==> config.mk <==
export PLATFORM = sky130hd
export DESIGN_NAME = json_byte_tokenizer_top_flat
export DESIGN_NICKNAME = d
export VERILOG_FILES = /design/src/rtl/core/jbt_pkg.sv /design/src/rtl/core/jbt_ifs.sv /design/src/rtl/core/jbt_ram.sv /design/src/rtl/core/jbt_front.sv /design/src/rtl/core/jbt_queue.sv /design/src/rtl/core/jbt_back.sv /design/src/rtl/core/json_byte_tokenizer_top.sv /design/src/flat_wrapper.sv
export SDC_FILE = /design/constraint.sdc
export NUM_CORES = 2
export LEC_CHECK = 0
export BUFFER_PORTS_ARGS = -buffer_cell sky130_fd_sc_hd__buf_2
export CORE_ASPECT_RATIO = 1.1
export CORE_MARGIN = 2
export CORE_UTILIZATION = 40
export CTS_BUF_LIST = sky130_fd_sc_hd__clkbuf_8
export DETAILED_ROUTE_END_ITERATION = 16
export PLACE_DENSITY = 0.56
export SLEW_MARGIN = 20
export SYNTH_ARGS = -nofsm -noshare
export SYNTH_HDL_FRONTEND = slang
export SYNTH_SLANG_ARGS = --single-unit
==> constraint.sdc <==
create_clock -name clk -period 7.8 [get_ports clk]
set_input_delay 0.39 -clock clk [delete_from_list [all_inputs] [get_ports clk]]
set_output_delay 0.39 -clock clk [all_outputs]
set_load 0.03 [all_outputs]
==> src/rtl/core/jbt_pkg.sv <==
// ----------------------------------------------------------------------------
// jbt_pkg
// Shared types and constants for the JSON byte tokenizer.
// ----------------------------------------------------------------------------
package jbt_pkg;

  localparam int MAX_TOKENS_DEF = 256;
  localparam int POS_BITS_DEF   = 16;
  localparam int QDEPTH         = 4;
  localparam int QPTR_W         = $clog2(QDEPTH);
  localparam int REGS_PER_GRP   = 3;

  // record kinds
  localparam logic [1:0] RK_TOKEN = 2'd0;
  localparam logic [1:0] RK_CLOSE = 2'd1;
  localparam logic [1:0] RK_DONE  = 2'd2;
  localparam logic [1:0] RK_ERROR = 2'd3;

  // token kinds
  localparam logic [1:0] TK_OBJECT = 2'd0;
  localparam logic [1:0] TK_ARRAY  = 2'd1;
  localparam logic [1:0] TK_STRING = 2'd2;
  localparam logic [1:0] TK_PRIM   = 2'd3;

  // error codes
  localparam logic [1:0] ERR_SLOTS   = 2'd0;
  localparam logic [1:0] ERR_STRING  = 2'd1;
  localparam logic [1:0] ERR_TOOLONG = 2'd2;

  // characters
  localparam logic [7:0] CH_LBRACE = 8'h7B;
  localparam logic [7:0] CH_LBRACK = 8'h5B;
  localparam logic [7:0] CH_RBRACE = 8'h7D;
  localparam logic [7:0] CH_RBRACK = 8'h5D;
  localparam logic [7:0] CH_QUOTE  = 8'h22;
  localparam logic [7:0] CH_COMMA  = 8'h2C;
  localparam logic [7:0] CH_COLON  = 8'h3A;
  localparam logic [7:0] CH_SPACE  = 8'h20;
  localparam logic [7:0] CH_NL     = 8'h0A;
  localparam logic [7:0] CH_TAB    = 8'h09;
  localparam logic [7:0] CH_CR     = 8'h0D;

  // config register index
  localparam logic REG_TOKEN_LIMIT = 1'b0;
  localparam logic [8:0] TOKEN_LIMIT_RST = 9'd256;

  typedef struct packed {
    logic [1:0]  rkind;
    logic [7:0]  idx;
    logic [1:0]  tkind;
    logic [15:0] spos;
    logic [16:0] epos;
    logic        eknown;
    logic [8:0]  total;
    logic [1:0]  ecode;
  } jbt_rec_t;

  // records caused by one input byte
  typedef struct packed {
    logic [1:0]            cnt;
    jbt_rec_t [2:0]        recs;
  } jbt_grp_t;

endpackage

==> src/rtl/core/jbt_ifs.sv <==
// ----------------------------------------------------------------------------
// jbt stream interfaces
// Valid/ready channels for text bytes in and token records out.
// ----------------------------------------------------------------------------
interface jbt_in_if;
  logic       valid;
  logic       ready;
  logic [7:0] text_byte;
  logic       end_of_text;

  modport source (output valid, text_byte, end_of_text, input ready);
  modport sink   (input valid, text_byte, end_of_text, output ready);
endinterface

interface jbt_out_if;
  logic        valid;
  logic        ready;
  logic [1:0]  record_kind;
  logic [7:0]  token_index;
  logic [1:0]  token_kind;
  logic [15:0] start_pos;
  logic [16:0] end_pos;
  logic        end_known;
  logic [8:0]  token_total;
  logic [1:0]  error_code;
  logic        last_of_run;

  modport source (output valid, record_kind, token_index, token_kind, start_pos, end_pos,
                  end_known, token_total, error_code, last_of_run, input ready);
  modport sink   (input valid, record_kind, token_index, token_kind, start_pos, end_pos,
                  end_known, token_total, error_code, last_of_run, output ready);
endinterface

==> src/rtl/core/jbt_ram.sv <==
// ----------------------------------------------------------------------------
// jbt_ram
// Generic single-write, single-read RAM with registered read data.
// ----------------------------------------------------------------------------
module jbt_ram #(
  parameter int WIDTH = 8,
  parameter int DEPTH = 256
) (
  input  logic                                    clk,
  input  logic                                    we,
  input  logic [(DEPTH > 1 ? $clog2(DEPTH) : 1)-1:0] waddr,
  input  logic [WIDTH-1:0]                        wdata,
  input  logic                                    re,
  input  logic [(DEPTH > 1 ? $clog2(DEPTH) : 1)-1:0] raddr,
  output logic [WIDTH-1:0]                        rdata
);

  logic [WIDTH-1:0] mem [DEPTH];
  logic [WIDTH-1:0] rdata_r;

  always_ff @(posedge clk) begin
    if (we) begin
      mem[waddr] <= wdata;
    end
    if (re) begin
      rdata_r <= mem[raddr];
    end
  end

  assign rdata = rdata_r;

endmodule

==> src/rtl/core/jbt_front.sv <==
// ----------------------------------------------------------------------------
// jbt_front
// Byte classifier and parser state; builds the record group for each byte.
// ----------------------------------------------------------------------------
module jbt_front import jbt_pkg::*; #(
  parameter int MAX_TOKENS = MAX_TOKENS_DEF,
  parameter int POS_BITS   = POS_BITS_DEF
) (
  input  logic       clk,
  input  logic       rst_n,
  input  logic       in_valid,
  output logic       in_ready,
  input  logic [7:0] text_byte,
  input  logic       end_of_text,
  input  logic [8:0] token_limit,
  output logic       grp_valid,
  output jbt_grp_t   grp,
  input  logic       grp_ready
);

  localparam int SW = $clog2(MAX_TOKENS + 1);
  localparam int AW = MAX_TOKENS > 1 ? $clog2(MAX_TOKENS) : 1;
  localparam int CW = SW > 9 ? SW : 9;

  typedef enum logic [3:0] {
    MODE_NORMAL = 4'b0001,
    MODE_STRING = 4'b0010,
    MODE_PRIM   = 4'b0100,
    MODE_DROP   = 4'b1000
  } jbt_mode_t;

  jbt_mode_t           mode_r, mode_nxt;
  logic [POS_BITS-1:0] pos_r, pos_nxt;
  logic [POS_BITS-1:0] item_r, item_nxt;
  logic [SW-1:0]       slot_r, slot_nxt;
  logic [SW-1:0]       depth_r, depth_nxt;

  logic                s1_valid_r;
  jbt_grp_t            s1_grp_r;
  logic [2:0]          s1_stk_r;

  logic [POS_BITS:0]   p1;
  logic                is_open, is_close, is_quote, is_ws, ends_prim;
  logic                do_create, cknown, close_req, full, fail_slots, pop, push, failed;
  logic [1:0]          ck;
  logic [POS_BITS-1:0] cs;
  logic [POS_BITS:0]   ce;
  jbt_grp_t            grp_c;
  logic [2:0]          stk_c;
  logic                acc;
  logic [7:0]          stk_rdata;

  assign p1        = {1'b0, pos_r} + 1'b1;
  assign is_open   = (text_byte == CH_LBRACE) || (text_byte == CH_LBRACK);
  assign is_close  = (text_byte == CH_RBRACE) || (text_byte == CH_RBRACK);
  assign is_quote  = (text_byte == CH_QUOTE);
  assign is_ws     = (text_byte == CH_TAB) || (text_byte == CH_CR) || (text_byte == CH_NL) ||
                     (text_byte == CH_SPACE) || (text_byte == CH_COLON) ||
                     (text_byte == CH_COMMA);
  assign ends_prim = (text_byte == CH_COMMA) || is_close || (text_byte == CH_SPACE) ||
                     (text_byte == CH_NL);
  assign full      = (CW'(slot_r) >= CW'(token_limit)) || (slot_r >= SW'(MAX_TOKENS));

  always_comb begin
    mode_nxt   = mode_r;
    item_nxt   = item_r;
    pos_nxt    = pos_r;
    slot_nxt   = slot_r;
    depth_nxt  = depth_r;
    do_create  = 1'b0;
    ck         = TK_PRIM;
    cs         = item_r;
    ce         = '0;
    close_req  = 1'b0;
    push       = 1'b0;
    grp_c      = '0;
    stk_c      = '0;

    unique case (mode_r)
      MODE_STRING: begin
        if (is_quote) begin
          do_create = 1'b1;
          ck        = TK_STRING;
          ce        = {1'b0, pos_r};
          mode_nxt  = MODE_NORMAL;
        end
      end
      MODE_PRIM: begin
        if (ends_prim) begin
          do_create = 1'b1;
          ce        = {1'b0, pos_r};
          mode_nxt  = MODE_NORMAL;
          close_req = is_close;
        end else if (end_of_text) begin
          do_create = 1'b1;
          ce        = p1;
          mode_nxt  = MODE_NORMAL;
        end
      end
      MODE_NORMAL: begin
        if (is_open) begin
          do_create = 1'b1;
          ck        = (text_byte == CH_LBRACE) ? TK_OBJECT : TK_ARRAY;
          cs        = pos_r;
        end else if (is_close) begin
          close_req = 1'b1;
        end else if (is_quote) begin
          item_nxt = p1[POS_BITS-1:0];
          mode_nxt = MODE_STRING;
        end else if (!is_ws) begin
          if (end_of_text) begin
            do_create = 1'b1;
            cs        = pos_r;
            ce        = p1;
          end else begin
            item_nxt = pos_r;
            mode_nxt = MODE_PRIM;
          end
        end
      end
      MODE_DROP: ;
      default: ;
    endcase

    cknown     = (ck == TK_STRING) || (ck == TK_PRIM);
    fail_slots = do_create && full;
    pop        = close_req && !fail_slots && (depth_r != '0);
    failed     = fail_slots;

    if (do_create) begin
      grp_c.cnt = 2'd1;
      if (fail_slots) begin
        grp_c.recs[0].rkind = RK_ERROR;
        grp_c.recs[0].ecode = ERR_SLOTS;
      end else begin
        grp_c.recs[0].rkind  = RK_TOKEN;
        grp_c.recs[0].idx    = 8'(slot_r);
        grp_c.recs[0].tkind  = ck;
        grp_c.recs[0].spos   = 16'(cs);
        grp_c.recs[0].epos   = cknown ? 17'(ce) : 17'd0;
        grp_c.recs[0].eknown = cknown;
        slot_nxt = slot_r + 1'b1;
        if (!cknown && (depth_r < SW'(MAX_TOKENS))) begin
          push      = 1'b1;
          depth_nxt = depth_r + 1'b1;
        end
      end
    end

    if (pop) begin
      grp_c.recs[grp_c.cnt].rkind  = RK_CLOSE;
      grp_c.recs[grp_c.cnt].epos   = 17'(p1);
      grp_c.recs[grp_c.cnt].eknown = 1'b1;
      stk_c[grp_c.cnt]             = 1'b1;
      grp_c.cnt                    = grp_c.cnt + 1'b1;
      depth_nxt                    = depth_r - 1'b1;
    end

    if (!failed && (mode_nxt != MODE_DROP)) begin
      if (end_of_text) begin
        if (mode_nxt == MODE_STRING) begin
          grp_c.recs[grp_c.cnt].rkind = RK_ERROR;
          grp_c.recs[grp_c.cnt].ecode = ERR_STRING;
          failed = 1'b1;
        end else begin
          grp_c.recs[grp_c.cnt].rkind = RK_DONE;
          grp_c.recs[grp_c.cnt].total = 9'(slot_nxt);
        end
        grp_c.cnt = grp_c.cnt + 1'b1;
      end else if (&pos_r) begin
        grp_c.recs[grp_c.cnt].rkind = RK_ERROR;
        grp_c.recs[grp_c.cnt].ecode = ERR_TOOLONG;
        grp_c.cnt = grp_c.cnt + 1'b1;
        failed = 1'b1;
      end
    end

    if (failed) begin
      mode_nxt = MODE_DROP;
    end
    if (end_of_text) begin
      mode_nxt  = MODE_NORMAL;
      pos_nxt   = '0;
      item_nxt  = '0;
      slot_nxt  = '0;
      depth_nxt = '0;
    end else begin
      pos_nxt = p1[POS_BITS-1:0];
    end
  end

  assign in_ready = !s1_valid_r || grp_ready;
  assign acc      = in_valid && in_ready;

  jbt_ram #(
    .WIDTH (8),
    .DEPTH (MAX_TOKENS)
  ) u_stack (
    .clk   (clk),
    .we    (acc && push),
    .waddr (depth_r[AW-1:0]),
    .wdata (8'(slot_r)),
    .re    (acc && pop),
    .raddr (AW'(depth_r - 1'b1)),
    .rdata (stk_rdata)
  );

  always_ff @(posedge clk) begin
    if (!rst_n) begin
      mode_r     <= MODE_NORMAL;
      pos_r      <= '0;
      item_r     <= '0;
      slot_r     <= '0;
      depth_r    <= '0;
      s1_valid_r <= 1'b0;
    end else if (acc) begin
      mode_r     <= mode_nxt;
      pos_r      <= pos_nxt;
      item_r     <= item_nxt;
      slot_r     <= slot_nxt;
      depth_r    <= depth_nxt;
      s1_valid_r <= (grp_c.cnt != 2'd0);
    end else if (grp_ready) begin
      s1_valid_r <= 1'b0;
    end
  end

  always_ff @(posedge clk) begin
    if (acc) begin
      s1_grp_r <= grp_c;
      s1_stk_r <= stk_c;
    end
  end

  // close records take their slot from the stack read
  always_comb begin
    grp = s1_grp_r;
    for (int i = 0; i < REGS_PER_GRP; i++) begin
      if (s1_stk_r[i]) begin
        grp.recs[i].idx = stk_rdata;
      end
    end
  end

  assign grp_valid = s1_valid_r;

endmodule

==> src/rtl/core/jbt_queue.sv <==
// ----------------------------------------------------------------------------
// jbt_queue
// Short FIFO of record groups between the parser and the output stage.
// ----------------------------------------------------------------------------
module jbt_queue import jbt_pkg::*; (
  input  logic     clk,
  input  logic     rst_n,
  input  logic     wr_valid,
  output logic     wr_ready,
  input  jbt_grp_t wr_grp,
  output logic     rd_valid,
  input  logic     rd_pop,
  output jbt_grp_t rd_grp
);

  jbt_grp_t          entries_r [QDEPTH];
  logic [QPTR_W-1:0] head_r, head_nxt;
  logic [QPTR_W-1:0] tail_r, tail_nxt;
  logic [QPTR_W:0]   count_r, count_nxt;
  logic              do_wr, do_rd;

  assign wr_ready = (count_r != QPTR_W'(0) + (QPTR_W+1)'(QDEPTH));
  assign rd_valid = (count_r != '0);
  assign rd_grp   = entries_r[head_r];
  assign do_wr    = wr_valid && wr_ready;
  assign do_rd    = rd_pop && rd_valid;

  always_comb begin
    head_nxt  = do_rd ? head_r + 1'b1 : head_r;
    tail_nxt  = do_wr ? tail_r + 1'b1 : tail_r;
    count_nxt = count_r + (QPTR_W+1)'(do_wr) - (QPTR_W+1)'(do_rd);
  end

  always_ff @(posedge clk) begin
    if (!rst_n) begin
      head_r  <= '0;
      tail_r  <= '0;
      count_r <= '0;
    end else begin
      head_r  <= head_nxt;
      tail_r  <= tail_nxt;
      count_r <= count_nxt;
    end
  end

  always_ff @(posedge clk) begin
    if (do_wr) begin
      entries_r[tail_r] <= wr_grp;
    end
  end

endmodule

==> src/rtl/core/jbt_back.sv <==
// ----------------------------------------------------------------------------
// jbt_back
// Unpacks record groups into single records behind an output register.
// ----------------------------------------------------------------------------
module jbt_back import jbt_pkg::*; (
  input  logic     clk,
  input  logic     rst_n,
  input  logic     grp_valid,
  input  jbt_grp_t grp,
  output logic     grp_pop,
  output logic     out_valid,
  input  logic     out_ready,
  output jbt_rec_t out_rec,
  output logic     out_last
);

  logic [1:0] sub_r, sub_nxt;
  logic       valid_r, valid_nxt;
  jbt_rec_t   rec_r;
  logic       last_r;
  logic       load, at_last;

  assign load    = grp_valid && (!valid_r || out_ready);
  assign at_last = (sub_r == grp.cnt - 1'b1);
  assign grp_pop = load && at_last;

  always_comb begin
    sub_nxt   = sub_r;
    valid_nxt = valid_r;
    if (load) begin
      valid_nxt = 1'b1;
      sub_nxt   = at_last ? 2'd0 : sub_r + 1'b1;
    end else if (out_ready) begin
      valid_nxt = 1'b0;
    end
  end

  always_ff @(posedge clk) begin
    if (!rst_n) begin
      sub_r   <= '0;
      valid_r <= 1'b0;
    end else begin
      sub_r   <= sub_nxt;
      valid_r <= valid_nxt;
    end
  end

  always_ff @(posedge clk) begin
    if (load) begin
      rec_r  <= grp.recs[sub_r];
      last_r <= at_last;
    end
  end

  assign out_valid = valid_r;
  assign out_rec   = rec_r;
  assign out_last  = last_r;

endmodule

==> src/rtl/core/json_byte_tokenizer_top.sv <==
// ----------------------------------------------------------------------------
// json_byte_tokenizer_top
// Byte-serial JSON tokenizer with token record output.
//
// in_ch carries one text byte per transfer, with end_of_text on the last byte
// of a text. out_ch carries token records (created, closed, done, error), up
// to three per byte; last_of_run marks the final record of a byte.
// One byte is taken per cycle unless a full queue holds back the stage register.
// A byte that yields records passes the stage register, the record queue and
// the output register before valid shows on out_ch; a byte with several
// records gives them one by one from the single-record output register.
// Close records read the container stack, a RAM with registered read, whose
// data joins the stage register's group ahead of the record queue.
// A four-group queue decouples the parser from the output; when the receiver
// stalls, the queue fills and in_ch.ready drops.
// Reset clears the parser state, the queue and the output register, and sets
// token_limit to 256. The stack RAM is not cleared; entries are written
// before they are read. token_limit sits at APB address 0; write it only
// while no text is in flight.
// ----------------------------------------------------------------------------
module json_byte_tokenizer_top import jbt_pkg::*; #(
  parameter int MAX_TOKENS = MAX_TOKENS_DEF,
  parameter int POS_BITS   = POS_BITS_DEF
) (
  input  logic        clk,
  input  logic        rst_n,
  jbt_in_if.sink      in_ch,
  jbt_out_if.source   out_ch,
  input  logic        psel,
  input  logic        penable,
  input  logic        pwrite,
  input  logic [2:0]  paddr,
  input  logic [31:0] pwdata,
  output logic [31:0] prdata,
  output logic        pready
);

  logic [8:0] limit_r;
  logic       grp_valid, grp_ready, q_valid, q_pop;
  jbt_grp_t   grp, q_grp;
  jbt_rec_t   rec;

  assign pready = 1'b1;
  assign prdata = (paddr[2] == REG_TOKEN_LIMIT) ? {23'd0, limit_r} : 32'd0;

  always_ff @(posedge clk) begin
    if (!rst_n) begin
      limit_r <= TOKEN_LIMIT_RST;
    end else if (psel && penable && pwrite && (paddr[2] == REG_TOKEN_LIMIT)) begin
      limit_r <= pwdata[8:0];
    end
  end

  jbt_front #(
    .MAX_TOKENS (MAX_TOKENS),
    .POS_BITS   (POS_BITS)
  ) u_front (
    .clk         (clk),
    .rst_n       (rst_n),
    .in_valid    (in_ch.valid),
    .in_ready    (in_ch.ready),
    .text_byte   (in_ch.text_byte),
    .end_of_text (in_ch.end_of_text),
    .token_limit (limit_r),
    .grp_valid   (grp_valid),
    .grp         (grp),
    .grp_ready   (grp_ready)
  );

  jbt_queue u_queue (
    .clk      (clk),
    .rst_n    (rst_n),
    .wr_valid (grp_valid),
    .wr_ready (grp_ready),
    .wr_grp   (grp),
    .rd_valid (q_valid),
    .rd_pop   (q_pop),
    .rd_grp   (q_grp)
  );

  jbt_back u_back (
    .clk       (clk),
    .rst_n     (rst_n),
    .grp_valid (q_valid),
    .grp       (q_grp),
    .grp_pop   (q_pop),
    .out_valid (out_ch.valid),
    .out_ready (out_ch.ready),
    .out_rec   (rec),
    .out_last  (out_ch.last_of_run)
  );

  assign out_ch.record_kind = rec.rkind;
  assign out_ch.token_index = rec.idx;
  assign out_ch.token_kind  = rec.tkind;
  assign out_ch.start_pos   = rec.spos;
  assign out_ch.end_pos     = rec.epos;
  assign out_ch.end_known   = rec.eknown;
  assign out_ch.token_total = rec.total;
  assign out_ch.error_code  = rec.ecode;

endmodule

==> src/flat_wrapper.sv <==
// flat-port wrapper written by rule: the top's interface ports become plain ports
module json_byte_tokenizer_top_flat import jbt_pkg::*;
#(
  parameter int MAX_TOKENS = MAX_TOKENS_DEF,
  parameter int POS_BITS   = POS_BITS_DEF
)
  (clk, rst_n, psel, penable, pwrite, paddr, pwdata, prdata, pready, in_ch_valid, in_ch_text_byte, in_ch_end_of_text, in_ch_ready, out_ch_valid, out_ch_record_kind, out_ch_token_index, out_ch_token_kind, out_ch_start_pos, out_ch_end_pos, out_ch_end_known, out_ch_token_total, out_ch_error_code, out_ch_last_of_run, out_ch_ready);
  jbt_in_if in_ch_i ();
  jbt_out_if out_ch_i ();
  input  logic clk;
  input  logic rst_n;
  input  logic psel;
  input  logic penable;
  input  logic pwrite;
  input  logic [2:0] paddr;
  input  logic [31:0] pwdata;
  output logic [31:0] prdata;
  output logic pready;
  input wire logic [$bits(in_ch_i.valid)-1:0] in_ch_valid;
  input wire logic [$bits(in_ch_i.text_byte)-1:0] in_ch_text_byte;
  input wire logic [$bits(in_ch_i.end_of_text)-1:0] in_ch_end_of_text;
  output wire logic [$bits(in_ch_i.ready)-1:0] in_ch_ready;
  output wire logic [$bits(out_ch_i.valid)-1:0] out_ch_valid;
  output wire logic [$bits(out_ch_i.record_kind)-1:0] out_ch_record_kind;
  output wire logic [$bits(out_ch_i.token_index)-1:0] out_ch_token_index;
  output wire logic [$bits(out_ch_i.token_kind)-1:0] out_ch_token_kind;
  output wire logic [$bits(out_ch_i.start_pos)-1:0] out_ch_start_pos;
  output wire logic [$bits(out_ch_i.end_pos)-1:0] out_ch_end_pos;
  output wire logic [$bits(out_ch_i.end_known)-1:0] out_ch_end_known;
  output wire logic [$bits(out_ch_i.token_total)-1:0] out_ch_token_total;
  output wire logic [$bits(out_ch_i.error_code)-1:0] out_ch_error_code;
  output wire logic [$bits(out_ch_i.last_of_run)-1:0] out_ch_last_of_run;
  input wire logic [$bits(out_ch_i.ready)-1:0] out_ch_ready;
  assign in_ch_i.valid = in_ch_valid;
  assign in_ch_i.text_byte = in_ch_text_byte;
  assign in_ch_i.end_of_text = in_ch_end_of_text;
  assign in_ch_ready = in_ch_i.ready;
  assign out_ch_valid = out_ch_i.valid;
  assign out_ch_record_kind = out_ch_i.record_kind;
  assign out_ch_token_index = out_ch_i.token_index;
  assign out_ch_token_kind = out_ch_i.token_kind;
  assign out_ch_start_pos = out_ch_i.start_pos;
  assign out_ch_end_pos = out_ch_i.end_pos;
  assign out_ch_end_known = out_ch_i.end_known;
  assign out_ch_token_total = out_ch_i.token_total;
  assign out_ch_error_code = out_ch_i.error_code;
  assign out_ch_last_of_run = out_ch_i.last_of_run;
  assign out_ch_i.ready = out_ch_ready;
  json_byte_tokenizer_top #(.MAX_TOKENS(MAX_TOKENS), .POS_BITS(POS_BITS)) u_core (.clk(clk), .rst_n(rst_n), .in_ch(in_ch_i), .out_ch(out_ch_i), .psel(psel), .penable(penable), .pwrite(pwrite), .paddr(paddr), .pwdata(pwdata), .prdata(prdata), .pready(pready));
endmodule
# --- Word level (Yosys, flattened, before mapping) ---
# Memories as Yosys holds them, arrays and structs flattened. A register that Yosys moved wholly into a read port is not among the register bits.
# Index checks and enable logic that the tools add are counted.
# Widths: inputs -> output; s select.
word_totals:
  ram_bits: 2740
  word_cells: 252
  out_inout_bits: 93
  n_memories: 2
  reg_bits: 308
  in_bits: 51
op_classes:
  bitwise: 1
  n_mux: 112
  n_eq_ne: 24
  order_cmp: 8
  add_sub_neg: 12
  reduce_logical: 46
memory_table:
  columns: ["name", "depth", "word_bits", "rd", "rd_clocked_by_memory_dff", "wr", "line_no", "rtl"]
  rows:
  - ["u_core.u_front.u_stack.mem", 256, 8, 1, 1, 1, "jbt_ram.sv:18", "logic [WIDTH-1:0] mem [DEPTH];"]
  - ["u_core.u_queue.entries_r", 4, 173, 1, 1, 1, "jbt_queue.sv:16", "jbt_grp_t entries_r [QDEPTH];"]
op_table:
  columns: ["cell", "n"]
  rows:
  - ["$bwmux 171", 8]
  - ["$mux 173", 4]
  - ["$demux 57 s2", 6]
  - ["$mux 16", 14]
  - ["$mux 171", 1]
  - ["$mux 57", 3]
  - ["$mux 17", 7]
  - ["$bmux 57 s2", 1]
  - ["$mux 9", 9]
  - ["$pmux 17 s3", 1]
  - ["$mux 46", 1]
  - ["$mux 44", 1]
  - ["$mux 4", 10]
  - ["$eq 8x6->1 const B", 4]
  - ["$eq 8x7->1 const B", 4]
  - ["$mux 1", 29]
  - ["$mux 29", 1]
  - ["$eq 8x4->1 const B", 3]
  - ["$mux 8", 3]
  - ["$add 9x1->9 const B", 2]
  - ["$add 16x1->17 const B", 1]
  - ["$logic_and 1x1->1", 17]
  - ["$reduce_and 16->1", 1]
  - ["$logic_or 1x1->1", 14]
  - ["34 further kinds", 58]

# --- Depth between registers and ports, before layout ---
logic_depth:
  depth_word: 31
  ltp_mapped: 16
  depth_no_buf: 12

# --- Modules after synthesis ---
# A second synthesis with hierarchy kept.
unflattened:
  hier_cells: 6149
  hier_area_um2: 119021.7
modules_own_cells:
  columns: ["module", "cells_per_inst", "n_inst", "area_per_inst_um2"]
  rows:
  - ["jbt_ram", 3733, 1, 79636.4]
  - ["jbt_queue", 951, 1, 25444.4]
  - ["jbt_front", 1119, 1, 10202.3]
  - ["jbt_back", 271, 1, 3099.2]
  - ["json_byte_tokenizer_top", 75, 1, 639.4]

# --- Worst setup path after synthesis ---
# No wires, ideal clock.
synth_timing:
  path_kind: "register -> register"
  start: "reg u_core.u_front.slot_r[0]"
  end: "mem u_core.u_front.u_stack.mem[128][0] (enable)"
  path_stages_with_launch: 12
  slack_ps: 834
  path_buffers: 3
  period_less_slack_ps: 6966
  arrival_ps: 6596
  cell_sequence: "dfxtp_1 > inv_1 > ha_1 > nand2b_1 > a2111o_1 > a221oi_4 > and3_1 > clkbuf_1 > buf_4 > buf_4 > nand3_2 > nor2_1"
synth_via:
  elab_chain_len: 8
  elab_cells_between_ends: 9
  cone_classes: "order compare (2); mux (4); reduce/logical (3)"
synth_rtl:
  columns: ["item", "line_no", "rtl"]
  rows:
  - ["start: declaration", "jbt_front.sv:35", "logic [SW-1:0] slot_r, slot_nxt;"]
  - ["start signal: assignment", "jbt_front.sv:220", "slot_r <= slot_nxt;"]
  - ["$ge 9x9->1", "jbt_front.sv:62", "assign full = (CW'(slot_r) >= CW'(token_limit)) || (slot_r >= SW'(MAX_TOKENS));"]
  - ["$logic_or 1x1->1 (*)", "jbt_front.sv:62", null]
  - ["$logic_and 1x1->1 (*)", "jbt_front.sv:126", "fail_slots = do_create && full;"]
  - ["$mux 1 (*)", "jbt_front.sv:132", "if (fail_slots) begin"]
  - ["$mux 1 (*)", "jbt_front.sv:130", "if (do_create) begin"]
  - ["$logic_and 1x1->1 (*)", "jbt_front.sv:200", ".we (acc && push),"]
  - ["$mux 1 (*)", "jbt_ram.sv:22", "if (we) begin"]
  - ["$mux 1 (not written as such) (*)", "jbt_ram.sv:23", "mem[waddr] <= wdata;"]
  - ["end: declaration", "jbt_ram.sv:18", null]
# Mark *: on every way between the ends. The rest lies on a longest branch, timed or not.

# --- Worst setup path after layout ---
layout_timing:
  start: "reg u_core.u_front.slot_r[0]"
  end: "mem u_core.u_front.u_stack.mem[20][1] (enable)"
# Same word-level chain as after synthesis.

==> flow_summary.json <==
{
  "status": "completed",
  "seq_area_frac_synth_pct": 76.0,
  "gp_congestion": 0.804,
  "grt_first_pass_wirelength_um": 373000,
  "ant_nets": 0,
  "powerDensity_mw_per_mm2": 245,
  "startpoint": "u_core.u_front.slot_r[0]",
  "post_drt_wl_per_cell_um": 27.6,
  "io_pins": 144,
  "via_per_inst": 5.53,
  "synth_edf_count": 2663,
  "max_stage_delay_ns": 0.85,
  "p_clk_share_pct": 37.8,
  "drt_iter0_markers": 5446,
  "peakVddDrop_mv": 0.193,
  "instances_no_fill": 9325,
  "areaGrowthSynthToFinish_pct": 12.1,
  "numCtsBuffers": 450,
  "dieArea_mm2": 0.272,
  "path_delay_family": "simple AND/OR/NAND/NOR gates",
  "cts.sinks": 2739,
  "synth_ff_type": "edfxtp_1",
  "grt_usage_pct": 18.7,
  "finalNetCount": 5544,
  "grt_max_degree": 233,
  "drive_gt1_share_pct": 26.8,
  "min_path_cells": 5,
  "die_w_um": 497,
  "timing.rr.start": "u_core.u_front.slot_r[0]",
  "yosys_warnings": 0,
  "relSlewSlack_pct": 23.9,
  "grt_antenna_before_repair": 5,
  "r2r_end": "u_core.u_front.u_stack.mem[20][1]",
  "yosys_register_bits": 2739,
  "tns_ns": 0,
  "ff2ff_setup_slack_ns": 2.17,
  "cts_setup_buffers": 0,
  "tritoncts": "yes",
  "min_path_type": "primary input to flop",
  "worstSetupPathType": "flop to flop",
  "synth.area.top_cells": "edfxtp_1, mux4_2, nor2_1, dfxtp_1, clkbuf_1",
  "ff2ff_path_depth": 9,
  "crit_path_end_kind": "flop",
  "fin_hold_ws_ns": 0.134,
  "yosys.area.top_type": "edfxtp_1",
  "nFillCells": 22600,
  "clock-root-buffer": "clkbuf_8",
  "syn_inst": 5068,
  "fin_crit_sh_pct": 72.2,
  "p_int_mw": 22.6,
  "port_buffers": 94,
  "start_kind": "flop",
  "dr.pass1.iters": 6,
  "crit_buf_inv": 2,
  "insertion_delay_ns": 1.13,
  "drv_slew": 0,
  "rows": 199,
  "finalSetupViolCount": 0,
  "synth_commonest_cells": "edfxtp_1, mux4_2, nor2_1",
  "drv_cap": 0,
  "dp_hpwl_um": 147000,
  "finalClockSkew_ns": 0.112,
  "grt-ovfl-total": 0,
  "multi_input_area_mm2": 0.0243,
  "die_h_um": 547,
  "clock.fmax_mhz": 178,
  "initial_core_util_pct": 40.1,
  "min_period_ns": 5.63,
  "hold_violations": 0,
  "critical_path_arrival_ns": 6.31,
  "critPathMaxFanout": 65,
  "crit_chain": "inv_1, ha_1, nand2b_1, a2111o_1, a221oi_4, and3_2, buf_4, nand3_1, nor2_1",
  "seq_area_mm2": 0.0815,
  "worst_pin_slew_ns": 1.14,
  "yosysMostFrequentCell": "edfxtp_1",
  "syn_avg_cell_area_um2": 21.1,
  "seq_power_share_pct": 56.3,
  "routed_wl_um": 257000,
  "swShare_pct": 23.2,
  "drc_errors": 0,
  "grt_setup_unrepaired": "no",
  "p_switching_mw": 6.84,
  "critPathSlowestCell": "dfxtp_4",
  "dp_cells": 8486,
  "required_ns": 8.47,
  "yosysUniqueCellTypes": 88,
  "p_leak_nw": 39.2,
  "power_frac_comb_pct": 6.0,
  "clk_pin_slew_ns": 0.06,
  "synthArstFlopShare_pct": 0,
  "yosysTopAreaCellShare_pct": 74.6,
  "critPathCapture": "u_core.u_front.u_stack.mem[20][1]",
  "grt_pass1_vias": 53300,
  "htreeDepth": 5,
  "cts_buffer_depth": 4,
  "vias": 51500,
  "synth_area_mm2": 0.107,
  "core_mm2": 0.267,
  "cp.depth": 9
}
## through the flow
| step | total power [mW] | utilization, % | worst slack, ns | instance area, um2 |
|---|---|---|---|---|
| 2_1_floorplan | 18.1 | - | 0.834 | 107000 |
| 3_3_place_gp | 18.6 | 41.9 | 2.30 | 112000 |
| 6_report | 29.5 | 45.0 | 2.17 | 120000 |
| 4_1_cts | 29.8 | 45.0 | 2.10 | 120000 |
| 5_1_grt | 30.5 | 45.0 | 1.84 | 120000 |
| 3_5_place_dp | 18.7 | 41.9 | 2.17 | 112000 |
## timing repair
action                                 CTS  global route
endpoints found under the hold margin   53             0
gates resized for setup                  0             0
hold buffers                            42             0
## worst min path at each step
stage,slack (ns),start,to
after global placement,0.44,u_core.u_front.item_r[5],u_core.u_front.item_r[5]
after global routing,0.11,out_ch_ready,u_core.u_back.out_valid
after CTS,0.003,out_ch_ready,u_core.u_back.out_valid
after detailed placement,0.45,u_core.u_front.item_r[7],u_core.u_front.item_r[7]
after floorplan,0.43,u_core.u_front.item_r[10],u_core.u_front.item_r[10]
final,0.13,out_ch_ready,u_core.u_back.out_valid
## kinds of logic (layout without fill, tap and decap cells)
logic type / after synthesis / after routing / synth area share (%)
other: 2 / 27 / 0.00701
and+or+nand+nor: 808 / 808 / 3.51
DFF: 2739 / 2739 / 76.0
xor gates and xnor gates: 41 / 41 / 0.335
buffers and inverters: 356 / 1071 / 1.46
adders and majority gates: 26 / 26 / 0.311
AOI/OAI and AO/OA: 272 / 272 / 1.84
muxes: 824 / 824 / 16.5
## tightest hold or removal path, cell delays in order
cell           delay [ns]
dlygate4sd3_1        0.52
buf_2                0.10
inv_1                0.06
nand2_1              0.07
a21oi_1              0.05
## layer usage
metal | GRT usage (%) | share of wire, % | vias to the layer above
li1 | - | - | 21800
met1 | 25.4 | 42 | 27500
met2 | 30.6 | 49 | 1792
met3 | 3.47 | 6.5 | 396
met4 | 5.92 | 2.8 | 0
met5 | 0 | 0 | -
## power groups by stage
stage	Combinational (mW)	Clock, mW	Sequential (mW)
6_report	1.75	11.1	16.6
5_1_grt	1.87	12.0	16.6
4_1_cts	1.78	11.4	16.6
3_5_place_dp	1.77	0	16.9
3_3_place_gp	1.77	0	16.9
2_1_floorplan	0.956	0	17.2
## layout make-up
type,instances,area share (%)
clock inverter,329,1.21
sequential,2739,67.9
inverter,45,0.147
tap,3517,3.66
timing repair buffer,236,1.58
antenna,3,0.00625
multi-input combinational,1995,20.3
clock buffer,461,5.28
## layout by cell type (no fill, tap or decap), types with 42 or more instances in the layout
master	synthesis	layout
mux2i_1	63	63
mux4_2	751	751
dlygate4sd3_1	0	42
inv_1	42	214
clkbuf_8	0	461
buf_4	31	80
nor2_1	434	432
a21oi_1	54	51
buf_2	73	94
a22oi_1	56	56
nand2_1	136	127
dfxtp_1	76	63
clkinv_1	1	106
edfxtp_1	2663	2663
## sequential cells by signal, summed over array words and instances (netlist names), named ones only
register and count:
u_core.u_queue.tail_r 2, u_core.u_queue.count_r 3, u_core.u_queue.entries_r 444, u_core.u_front.s1_grp_r 8, u_core.u_front.item_r 16, u_core.u_back.out_last 1
u_core.u_front.pos_r 16, u_core.u_queue.head_r 2, u_core.u_back.out_rec 57, u_core.u_front.s1_stk_r 2, u_core.u_front.depth_r 9, u_core.u_front.slot_r 9
u_core.limit_r 9, u_core.u_back.out_valid 1, u_core.u_front.u_stack.rdata 8, u_core.u_back.sub_r 2, u_core.u_front.u_stack.mem 2048, u_core.u_front.grp_valid 1
u_core.u_front.mode_r 4, u_core.u_front.grp 95
No activity file was read; power rests on OpenSTA's default activity.
